<file path="src/hdl/tilt_pkg.sv">
`timescale 1ns / 1ps
// ----------------------------------------------------------------------------
// Tilt filter package
// Shared constants, types and the CORDIC angle table for the tilt filter.
// ----------------------------------------------------------------------------
package tilt_pkg;

  localparam int CalibCountDefault = 256;
  localparam int CordicStepsDefault = 16;

  localparam int AccW = 40;   // CORDIC vector width
  localparam int AngW = 32;   // angle accumulator width, 1/65536 degree
  localparam int FiltW = 17;
  localparam int RollLimit = 46080;
  localparam int PitchLimit = 23040;
  localparam logic [17:0] GainQ16 = 18'd107922;

  localparam logic [1:0] RegAlpha = 2'd0;
  localparam logic [1:0] RegThreshold = 2'd1;
  localparam logic [1:0] RegOneG = 2'd2;

  typedef enum logic [2:0] {
    ST_IDLE,
    ST_MEAN,
    ST_PREP,
    ST_ROLL,
    ST_PITCH_MUL,
    ST_PITCH,
    ST_EMA,
    ST_OUT
  } state_t;

  typedef struct packed {
    logic kind;
    logic signed [15:0] accel_x;
    logic signed [15:0] accel_y;
    logic signed [15:0] accel_z;
  } sample_t;

  typedef struct packed {
    logic signed [16:0] roll_angle;
    logic signed [15:0] pitch_angle;
    logic is_level;
  } tilt_t;

  typedef struct packed {
    logic start;
    logic signed [AccW-1:0] px;
    logic signed [AccW-1:0] py;
  } cordic_cmd_t;

  function automatic logic signed [AngW-1:0] atan_entry(input logic [4:0] i);
    logic signed [AngW-1:0] v;
    begin
      case (i)
        5'd0: v = 32'sd2949120;
        5'd1: v = 32'sd1740967;
        5'd2: v = 32'sd919879;
        5'd3: v = 32'sd466945;
        5'd4: v = 32'sd234379;
        5'd5: v = 32'sd117304;
        5'd6: v = 32'sd58666;
        5'd7: v = 32'sd29335;
        5'd8: v = 32'sd14668;
        5'd9: v = 32'sd7334;
        5'd10: v = 32'sd3667;
        5'd11: v = 32'sd1833;
        5'd12: v = 32'sd917;
        5'd13: v = 32'sd458;
        5'd14: v = 32'sd229;
        5'd15: v = 32'sd115;
        5'd16: v = 32'sd57;
        5'd17: v = 32'sd29;
        5'd18: v = 32'sd14;
        5'd19: v = 32'sd7;
        5'd20: v = 32'sd4;
        5'd21: v = 32'sd2;
        5'd22: v = 32'sd1;
        default: v = 32'sd0;
      endcase
      return v;
    end
  endfunction

endpackage

</file>
<file path="src/hdl/tilt_stream_if.sv">
`timescale 1ns / 1ps
// ----------------------------------------------------------------------------
// Tilt stream interface
// Valid/ready channel carrying a payload of parameterized type.
// ----------------------------------------------------------------------------
interface tilt_stream_if #(parameter type payload_t = logic) (input logic clk);
  logic valid;
  logic ready;
  payload_t data;

  modport source (output valid, output data, input ready);
  modport sink (input valid, input data, output ready);
endinterface

</file>
<file path="src/hdl/accel_tilt_angle_filter.sv">
`timescale 1ns / 1ps
// ----------------------------------------------------------------------------
// Accelerometer tilt angle filter
// Calibrated roll and pitch by CORDIC with exponential smoothing.
// ----------------------------------------------------------------------------
// Usage: samples arrive on in_ch (kind, accel_x/y/z). Calibration samples
// (kind 0) are summed; after CalibCount of them the offsets are updated and
// no result is produced. Measurement samples (kind 1) produce one result on
// out_ch: filtered roll, filtered pitch and a level flag.
// A measurement result comes from the shared CORDIC unit, which resolves one
// micro-rotation per cycle for roll and then for pitch; the EMA then runs on
// two multipliers. Calibration samples are taken one per cycle while idle;
// the one that completes a run is followed by bit-serial division that finds
// the offsets. One sample is in flight at a time.
// Reset clears sums, offsets, filter state and restores register defaults.
// If the receiver stalls, the result stays in the output register and no
// new sample is taken until the transaction completes.
// Configuration writes go through cfg_we/cfg_index/cfg_data; the user must make them while idle (not enforced).
// ----------------------------------------------------------------------------
module accel_tilt_angle_filter #(
  parameter int CalibCount = tilt_pkg::CalibCountDefault,
  parameter int CordicSteps = tilt_pkg::CordicStepsDefault
) (
  input logic clk,
  input logic rst,
  input logic cfg_we,
  input logic [1:0] cfg_index,
  input logic [15:0] cfg_data,
  tilt_stream_if.sink in_ch,
  tilt_stream_if.source out_ch
);
  localparam int SumW = $clog2(CalibCount) + 17;
  localparam int CntW = $clog2(CalibCount + 1);
  localparam int DivW = SumW + 1;
  localparam int RemW = $clog2(CalibCount) + 2;
  localparam int DivCntW = $clog2(DivW);
  localparam int AccW = tilt_pkg::AccW;

  logic [15:0] alpha, threshold;
  logic [14:0] one_g;
  logic signed [SumW-1:0] sum_x, sum_y, sum_z;
  logic [CntW-1:0] calib_counter;
  logic signed [16:0] offset_x, offset_y, offset_z;
  logic signed [16:0] filt_roll, filt_pitch;
  logic signed [17:0] x, y, z;
  logic signed [AccW-1:0] mag_r, nx;
  logic signed [17:0] roll, pitch;
  logic [1:0] ema_phase;
  logic signed [51:0] ema_acc;
  tilt_pkg::state_t state, state_next;
  tilt_pkg::cordic_cmd_t cmd;
  logic c_busy, c_done;
  logic signed [AccW-1:0] c_mag;
  logic signed [tilt_pkg::AngW-1:0] c_angle;

  logic signed [17:0] x_neg;
  logic signed [36:0] gain_prod;
  logic [16:0] keep_w;
  logic signed [17:0] fresh_sel;
  logic signed [16:0] held_sel;
  logic signed [35:0] prod_fresh, prod_keep;

  logic signed [SumW-1:0] cal_sum [3];
  logic signed [DivW-1:0] cal_round [3];
  logic [DivW-1:0] div_load [3];
  logic [DivW-1:0] div_q [3];
  logic [RemW-1:0] div_rem [3];
  logic div_neg [3];
  logic [RemW-1:0] div_trial [3];
  logic div_bit [3];
  logic [DivW-1:0] div_q_next [3];
  logic signed [16:0] div_mean [3];
  logic [DivCntW-1:0] div_count;

  tilt_cordic #(.CordicSteps(CordicSteps)) u_cordic (
    .clk(clk), .rst(rst), .cmd(cmd), .busy(c_busy), .done(c_done),
    .mag(c_mag), .angle(c_angle)
  );

  function automatic logic signed [17:0] to_angle(input logic signed [31:0] a,
                                                 input int limit);
    logic signed [31:0] v;
    begin
      v = (a + 32'sd128) >>> 8;
      if (v > limit) v = limit;
      if (v < -limit) v = -limit;
      return 18'(v);
    end
  endfunction

  // The rounded mean is a floor division by CalibCount. Each axis runs a
  // restoring divider on the magnitude: dividend bits shift out at the top
  // while quotient bits shift in at the bottom.
  always_comb begin
    cal_sum[0] = sum_x + SumW'(in_ch.data.accel_x);
    cal_sum[1] = sum_y + SumW'(in_ch.data.accel_y);
    cal_sum[2] = sum_z + SumW'(in_ch.data.accel_z);
    for (int k = 0; k < 3; k++) begin
      cal_round[k] = {cal_sum[k][SumW-1], cal_sum[k]} + DivW'(CalibCount / 2);
      div_load[k] = cal_round[k][DivW-1] ?
                    DivW'(-cal_round[k]) + DivW'(CalibCount - 1) : DivW'(cal_round[k]);
      div_trial[k] = {div_rem[k][RemW-2:0], div_q[k][DivW-1]};
      div_bit[k] = (div_trial[k] >= RemW'(CalibCount));
      div_q_next[k] = {div_q[k][DivW-2:0], div_bit[k]};
      div_mean[k] = div_neg[k] ? -$signed(17'(div_q_next[k])) :
                    $signed(17'(div_q_next[k]));
    end
  end

  assign x_neg = -x;
  assign gain_prod = x_neg * $signed({1'b0, tilt_pkg::GainQ16});

  assign keep_w = 17'd65536 - {1'b0, alpha};
  assign fresh_sel = (ema_phase == 2'd0) ? roll : pitch;
  assign held_sel = (ema_phase == 2'd1) ? filt_roll : filt_pitch;
  assign prod_fresh = $signed({1'b0, alpha}) * fresh_sel;
  assign prod_keep = $signed({1'b0, keep_w}) * held_sel;

  // configuration
  always_ff @(posedge clk) begin
    if (rst) begin
      alpha <= 16'd9830;
      threshold <= 16'd512;
      one_g <= 15'd2048;
    end else if (cfg_we) begin
      unique case (cfg_index)
        tilt_pkg::RegAlpha: alpha <= cfg_data;
        tilt_pkg::RegThreshold: threshold <= cfg_data;
        tilt_pkg::RegOneG: one_g <= cfg_data[14:0];
        default: ;
      endcase
    end
  end

  always_comb begin
    state_next = state;
    unique case (state)
      tilt_pkg::ST_IDLE: begin
        if (in_ch.valid) begin
          if (in_ch.data.kind) state_next = tilt_pkg::ST_PREP;
          else if (calib_counter == CntW'(CalibCount - 1)) state_next = tilt_pkg::ST_MEAN;
        end
      end
      tilt_pkg::ST_MEAN:
        if (div_count == DivCntW'(DivW - 1)) state_next = tilt_pkg::ST_IDLE;
      tilt_pkg::ST_PREP: state_next = tilt_pkg::ST_ROLL;
      tilt_pkg::ST_ROLL: if (c_done) state_next = tilt_pkg::ST_PITCH_MUL;
      tilt_pkg::ST_PITCH_MUL: state_next = tilt_pkg::ST_PITCH;
      tilt_pkg::ST_PITCH: if (c_done) state_next = tilt_pkg::ST_EMA;
      tilt_pkg::ST_EMA: if (ema_phase == 2'd3) state_next = tilt_pkg::ST_OUT;
      tilt_pkg::ST_OUT: if (out_ch.ready) state_next = tilt_pkg::ST_IDLE;
      default: state_next = tilt_pkg::ST_IDLE;
    endcase
  end

  always_comb begin
    in_ch.ready = (state == tilt_pkg::ST_IDLE);
    out_ch.valid = (state == tilt_pkg::ST_OUT);
    cmd.start = 1'b0;
    cmd.px = '0;
    cmd.py = '0;
    if (state == tilt_pkg::ST_PREP) begin
      cmd.start = 1'b1;
      cmd.px = AccW'(z) <<< 14;
      cmd.py = AccW'(y) <<< 14;
    end else if (state == tilt_pkg::ST_PITCH_MUL) begin
      cmd.start = 1'b1;
      cmd.px = mag_r;
      cmd.py = nx;
    end
  end

  assign out_ch.data.roll_angle = filt_roll;
  assign out_ch.data.pitch_angle = filt_pitch[15:0];
  assign out_ch.data.is_level =
    ((filt_roll < 0 ? -filt_roll : filt_roll) < $signed({2'b0, threshold})) &&
    ((filt_pitch < 0 ? -filt_pitch : filt_pitch) < $signed({2'b0, threshold}));

  always_ff @(posedge clk) begin
    if (rst) begin
      state <= tilt_pkg::ST_IDLE;
      sum_x <= '0; sum_y <= '0; sum_z <= '0;
      calib_counter <= '0;
      offset_x <= '0; offset_y <= '0; offset_z <= '0;
      filt_roll <= '0; filt_pitch <= '0;
      ema_phase <= '0;
    end else begin
      state <= state_next;
      if (in_ch.valid && in_ch.ready) begin
        if (!in_ch.data.kind) begin
          if (calib_counter == CntW'(CalibCount - 1)) begin
            for (int k = 0; k < 3; k++) begin
              div_q[k] <= div_load[k];
              div_rem[k] <= '0;
              div_neg[k] <= cal_round[k][DivW-1];
            end
            div_count <= '0;
            sum_x <= '0; sum_y <= '0; sum_z <= '0;
            calib_counter <= '0;
          end else begin
            sum_x <= cal_sum[0];
            sum_y <= cal_sum[1];
            sum_z <= cal_sum[2];
            calib_counter <= calib_counter + 1'b1;
          end
        end else begin
          x <= 18'(in_ch.data.accel_x) - 18'(offset_x);
          y <= 18'(in_ch.data.accel_y) - 18'(offset_y);
          z <= 18'(in_ch.data.accel_z) - 18'(offset_z);
        end
      end
      if (state == tilt_pkg::ST_MEAN) begin
        for (int k = 0; k < 3; k++) begin
          div_q[k] <= div_q_next[k];
          div_rem[k] <= div_bit[k] ? div_trial[k] - RemW'(CalibCount) : div_trial[k];
        end
        div_count <= div_count + 1'b1;
        if (div_count == DivCntW'(DivW - 1)) begin
          offset_x <= div_mean[0];
          offset_y <= div_mean[1];
          offset_z <= div_mean[2] - $signed({2'b0, one_g});
        end
      end
      if (state == tilt_pkg::ST_ROLL && c_done) begin
        mag_r <= c_mag;
        roll <= to_angle(c_angle, tilt_pkg::RollLimit);
        nx <= AccW'(gain_prod >>> 2);
      end
      if (state == tilt_pkg::ST_PITCH && c_done) begin
        pitch <= to_angle(c_angle, tilt_pkg::PitchLimit);
        ema_phase <= '0;
      end
      if (state == tilt_pkg::ST_EMA) begin
        ema_phase <= ema_phase + 1'b1;
        unique case (ema_phase)
          2'd0: ema_acc <= 52'(prod_fresh) + 52'sd32768;
          2'd1: begin
            filt_roll <= 17'((ema_acc + 52'(prod_keep)) >>> 16);
            ema_acc <= 52'(prod_fresh) + 52'sd32768;
          end
          2'd2: filt_pitch <= 17'((ema_acc + 52'(prod_keep)) >>> 16);
          default: ;
        endcase
      end
    end
  end

`ifndef SYNTHESIS
  a_out_hold: assert property (@(posedge clk) disable iff (rst)
    out_ch.valid && !out_ch.ready |=> out_ch.valid) else $error("result dropped");
  a_no_accept_busy: assert property (@(posedge clk) disable iff (rst)
    in_ch.ready |-> !out_ch.valid && !c_busy) else $error("accept while busy");
  a_cordic_idle: assert property (@(posedge clk) disable iff (rst)
    state == tilt_pkg::ST_EMA |-> !c_busy) else $error("cordic busy in filter");
`endif
endmodule

</file>
<file path="src/hdl/tilt_cordic.sv">
`timescale 1ns / 1ps
// ----------------------------------------------------------------------------
// Tilt CORDIC vectoring unit
// Iterative atan2 in 1/65536 degree, one micro-rotation per cycle.
// ----------------------------------------------------------------------------
module tilt_cordic #(
  parameter int CordicSteps = tilt_pkg::CordicStepsDefault
) (
  input  logic clk,
  input  logic rst,
  input  tilt_pkg::cordic_cmd_t cmd,
  output logic busy,
  output logic done,
  output logic signed [tilt_pkg::AccW-1:0] mag,
  output logic signed [tilt_pkg::AngW-1:0] angle
);
  localparam int StepW = $clog2(CordicSteps + 1);

  logic signed [tilt_pkg::AccW-1:0] px, py;
  logic signed [tilt_pkg::AngW-1:0] acc;
  logic [StepW-1:0] step;
  logic running;
  logic signed [tilt_pkg::AccW-1:0] tx, ty;
  logic [4:0] idx;

  assign idx = 5'(step);
  assign tx = px >>> step;
  assign ty = py >>> step;
  assign busy = running;
  assign mag = px;
  assign angle = acc;

  always_ff @(posedge clk) begin
    done <= 1'b0;
    if (rst) begin
      running <= 1'b0;
      step <= '0;
    end else if (cmd.start) begin
      step <= '0;
      if (cmd.px == 0 && cmd.py == 0) begin
        px <= '0;
        py <= '0;
        acc <= '0;
        done <= 1'b1;
        running <= 1'b0;
      end else if (cmd.px < 0) begin
        px <= -cmd.px;
        py <= -cmd.py;
        acc <= (cmd.py >= 0) ? 32'sd11796480 : -32'sd11796480;
        running <= 1'b1;
      end else begin
        px <= cmd.px;
        py <= cmd.py;
        acc <= '0;
        running <= 1'b1;
      end
    end else if (running) begin
      if (py > 0) begin
        px <= px + ty;
        py <= py - tx;
        acc <= acc + tilt_pkg::atan_entry(idx);
      end else begin
        px <= px - ty;
        py <= py + tx;
        acc <= acc - tilt_pkg::atan_entry(idx);
      end
      if (step == StepW'(CordicSteps - 1)) begin
        running <= 1'b0;
        done <= 1'b1;
      end
      step <= step + 1'b1;
    end
  end

`ifndef SYNTHESIS
  a_done_pulse: assert property (@(posedge clk) disable iff (rst)
    done |=> !done || $past(cmd.start)) else $error("done held");
  a_step_bound: assert property (@(posedge clk) disable iff (rst)
    running |-> step < StepW'(CordicSteps)) else $error("step overrun");
  a_done_end: assert property (@(posedge clk) disable iff (rst)
    done |-> !running) else $error("done while running");
`endif
endmodule

</file>
<file path="src/flat_wrapper.sv">
// flat-port wrapper written by rule: the top's interface ports become plain ports
module accel_tilt_angle_filter_flat 
#(
  parameter int CalibCount = tilt_pkg::CalibCountDefault,
  parameter int CordicSteps = tilt_pkg::CordicStepsDefault
)
  (clk, rst, cfg_we, cfg_index, cfg_data, in_ch_valid, in_ch_data, in_ch_ready, out_ch_valid, out_ch_data, out_ch_ready);
  tilt_stream_if #(.payload_t(tilt_pkg::sample_t)) in_ch_i (.clk(clk));
  tilt_stream_if #(.payload_t(tilt_pkg::tilt_t)) out_ch_i (.clk(clk));
  input logic clk;
  input logic rst;
  input logic cfg_we;
  input logic [1:0] cfg_index;
  input logic [15:0] cfg_data;
  input wire logic [$bits(in_ch_i.valid)-1:0] in_ch_valid;
  input wire logic [$bits(in_ch_i.data)-1:0] in_ch_data;
  output wire logic [$bits(in_ch_i.ready)-1:0] in_ch_ready;
  output wire logic [$bits(out_ch_i.valid)-1:0] out_ch_valid;
  output wire logic [$bits(out_ch_i.data)-1:0] out_ch_data;
  input wire logic [$bits(out_ch_i.ready)-1:0] out_ch_ready;
  assign in_ch_i.valid = in_ch_valid;
  assign in_ch_i.data = in_ch_data;
  assign in_ch_ready = in_ch_i.ready;
  assign out_ch_valid = out_ch_i.valid;
  assign out_ch_data = out_ch_i.data;
  assign out_ch_i.ready = out_ch_ready;
  accel_tilt_angle_filter #(.CalibCount(CalibCount), .CordicSteps(CordicSteps)) u_core (.clk(clk), .rst(rst), .cfg_we(cfg_we), .cfg_index(cfg_index), .cfg_data(cfg_data), .in_ch(in_ch_i), .out_ch(out_ch_i));
endmodule
</file>
<file path="config.mk">
export PLATFORM = sky130hd
export DESIGN_NAME = accel_tilt_angle_filter_flat
export DESIGN_NICKNAME = d
export VERILOG_FILES = /design/src/hdl/tilt_pkg.sv /design/src/hdl/tilt_stream_if.sv /design/src/hdl/accel_tilt_angle_filter.sv /design/src/hdl/tilt_cordic.sv /design/src/flat_wrapper.sv
export SDC_FILE = /design/constraint.sdc
export NUM_CORES = 2
export LEC_CHECK = 0
export ABC_AREA = 1
export BUFFER_PORTS_ARGS = -buffer_cell sky130_fd_sc_hd__buf_2
export CORE_AREA = 2 2 356 358
export DETAILED_ROUTE_END_ITERATION = 8
export DIE_AREA = 0 0 358 360
export PLACE_DENSITY_LB_ADDON = 0.08
export RECOVER_POWER = 50
export SKIP_LAST_GASP = 1
export SYNTH_ARGS = -nofsm -noshare
export SYNTH_HDL_FRONTEND = slang
export SYNTH_SLANG_ARGS = --single-unit
</file>
<file path="constraint.sdc">
create_clock -name clk -period 12.96 [get_ports clk]
set_clock_uncertainty 0.05 [all_clocks]
set_input_delay 0.648 -clock clk [delete_from_list [all_inputs] [get_ports clk]]
set_output_delay 0.648 -clock clk [all_outputs]
set_load 0.02 [all_outputs]
</file>
==> results.md <==
* Via density at between 5 and 6
* Reg2Reg Depth at 28
* Power per cell area at 292 nW/um^2
* Skew-Pair Late Insertion Delay at 0.72 ns
* Final setup violation count at 0
* RSZ-0062 raised after global routing: false
* Number of port buffers at 107
* GRT Total Usage at 0.395
* Critical-path top delay cell: clkbuf_1
* Fmax at slightly above 100 MHz
* Met1 usage at 0.527
* Post-synthesis cell type count at 77
* Setup TNS at 0 ns
* Post-synthesis net count at around 12,000
* Die height at roughly 360 um
* Drt first pass iters at 9
* Core area at 125,000 sq um
* Grt peak-use layer: met2
* Vias at 75,400
* WL final at 255 mm
* Layout area overhead at 5.48%
* Clk buf depth at 3
* Vias in the first global route at 73,600
* Measured slew at the worst slew-check pin at about 4.2 ns
* Slowest stage delay, CP at roughly 0.9 ns
* Antenna viol nets, final at 0
* Flops & latches, synth at 672
* Post_cts resized at 0
* First-pass GRT wire length at 400 mm
* Gr ovfl total at 0
* Initial core utilization at 0.646
* Layout cells sized above 1 at 0.0423
* Rel. slew slack at -1.81
* CP delay by family, top: adder cells
* Post-Synthesis Cells at 11,100
* Fin crit period at 9.78 ns
* Number of remaining DRC errors at 0
* Synth top cells by count: 2,551 x nand2_1, 1,986 x inv_1, 1,011 x nor2_1, 691 x a21oi_1, 637 x ha_1
* CP bufs+invs at 9
* Root Buffer: clkbuf_16
* Clock slew seen by the registers of the worst setup and hold paths at around 0.07 ns
* Synthesized area per cell at 7.27 sq um
* Clock Sinks at 672
* Number of inserted diodes at 0
* Asr flop ratio synth at 0
* Dominant cell type by area after synthesis: fa_1
* Fin crit share at 0.755
* Pleak at ~0.042 uW
* CTS tree: built
* Fin. max-slew vios at 722
* Most numerous cell in the Yosys netlist: nand2_1
* Setup CP Type: flop to flop
* Setup crit start kind: flop
* VDD IR max at 285 uV
* Final-report hold violation count at 0
* I/O pin count at 108
* Worst Hold Depth at 4
* Nature of the critical path endpoint: flop
* CP required at 13.34 ns
* CP Depth at 28
* Most frequent CP cell: inv_1
* Post-synthesis sequential area ratio at 0.219
* HPWL Detailed at 204 mm
* Maxcap violations at 14
* Top FF cell, synth: edfxtp_1
* Post-synth top area share at 0.157
* Hold_buf cts at 0
* Met2 usage at 0.608
* Hold Crit Class: primary input to flop
* Placer Congestion at 1.05
* Nets at 12,400
* H-tree Lvls at 3
* CP arrival at slightly above 10 ns
* Met3 Track Usage GR at 0.105
* Post-CTS setup buffer count at 0
* Crit Path Max Fanout at 20
* Violation count after the first detailed-route iteration at 8,688
* Die footprint at 129,000 sq um
* Largest net degree at the start of global routing at slightly above 90
* Status: finished with violations
* Synth Cell Area at ~81,000 sq um
* Site row count at 130
* Failing checks: max-capacitance violations, max-slew violations
* Yosys warnings at 0
* Chip Width at 358 um
* Routed wire per std cell at between 15 and 20 um
* Post-layout util at 0.682
* EDFF count, synth at 422
* TritonCTS buffer count at 83
* Area contributors post-synth: fa_1 16%, edfxtp_1 16%, nand2_1 12%, ha_1 9.9%, inv_1 9.2%
* Initial antenna violation count at 2
## cell families after synthesis
| logic type | after synthesis | synth area share |
|---|---|---|
| AOI/OAI and AO/OA | 1790 | 0.123 |
| xor gates and xnor gates | 471 | 0.0515 |
| adders and majority gates | 1271 | 0.256 |
| buffers and inverters | 2342 | 0.112 |
| DFF | 672 | 0.219 |
| muxes | 60 | 0.00745 |
| and+or+nand+nor | 4494 | 0.231 |
## worst paths after layout
kind	from	to	slack, ns
max reg2reg	u_core.ema_phase[0]$_SDFFE_PP0P_	u_core.ema_acc[17]$_DFFE_PP_	3.18
max	u_core.ema_phase[0]$_SDFFE_PP0P_	u_core.ema_acc[17]$_DFFE_PP_	3.18
min reg2reg	u_core.calib_counter[8]$_SDFFE_PP0P_	u_core.calib_counter[8]$_SDFFE_PP0P_	0.40
min	in_ch_data[48]	u_core.state[0]$_SDFFE_PP0P_	0.25
## stage by stage
stage | cell area [sq um] | std cells | setup WS [ns] | hold slack, ns | total power, uW
final | 85100 | 12800 | 3.18 | 0.246 | 24900
after global placement | 82500 | 12600 | 4.54 | 0.380 | 21500
after CTS | 85300 | 12800 | 4.34 | 0.216 | 24300
after global routing | 85100 | 12800 | 2.71 | 0.242 | 26900
after detailed placement | 82500 | 12600 | 4.41 | 0.385 | 21800
after floorplan | 80700 | 11100 | 3.40 | 0.372 | 16900
## worst register-to-register path, delay by kind of cell (launching register included)
kind            cells  cell delay, ns
buf+inv             9            2.35
compound gates      6            2.82
xor+xnor            1            0.20
fa+ha+maj           8            2.89
flops               1            0.35
simple gates        4            0.85
## power breakdown
group,switching (uW),internal (uW)
logic,12200,6270
registers,506,3470
clock network,1060,1360
## cells in the final DEF (no fill, tap or decap), types with 20 or more instances in the layout
master     synthesis  routed
xnor2_1          161     161
clkinv_1          24      31
o21a_1            27      27
nand2_1         2551    2550
a31oi_1           48      48
ha_1             637     637
a22o_1            25      25
xor2_1           306     306
nor2_1          1011    1009
o21ai_1          181     181
dfxtp_1          250     245
inv_1           1986    1982
nor4_1            28      28
buf_2             36      70
nand2_2           19      20
nor3_1           119     118
nand3_1          441     442
nand4_1          138     138
o211ai_1          74      74
fa_1             634     634
a21o_1            28      28
nand3b_1          22      22
edfxtp_1         422     422
or2_2             57      57
clkbuf_16          0      86
nor2_2            44      42
buf_4             28      54
mux2i_1           59      59
a21oi_1          691     691
o21ai_0          562     561
inv_2             25      28
clkbuf_1         202      68
o21bai_1          23      23
## area by class of cell
cell class | instances | area, sq um
Multi-Input combinational cell | 8086 | 54000
Fill cell | 10800 | 39800
Sequential cell | 672 | 17700
Inverter | 2035 | 7640
Clock buffer | 106 | 2270
Tap cell | 1650 | 2060
Timing Repair Buffer | 176 | 951
Clock inverter | 48 | 504
## metal layers
metal,routed length [um],vias up
li1,-,35300
met3,29500,741
met2,111000,3792
met1,102000,35500
met4,12200,4
met5,23,-
## flip-flops by register name, indices dropped and copies added, names as in the netlist, 17 cells and up, named ones only
name	flops
u_core.filt_roll	17
u_core.u_cordic.angle	32
u_core.x	18
u_core.filt_pitch	17
u_core.offset_y	17
u_core.u_cordic.mag	40
u_core.u_cordic.py	40
u_core.sum_x	25
u_core.roll	18
u_core.offset_z	17
u_core.ema_acc	33
u_core.mag_r	40
u_core.offset_x	17
u_core.div_q	78
u_core.nx	34
u_core.sum_y	25
u_core.div_rem	27
u_core.sum_z	25
u_core.y	18
u_core.z	18
u_core.pitch	18
Note: power is estimated with default switching activity, not from simulation.
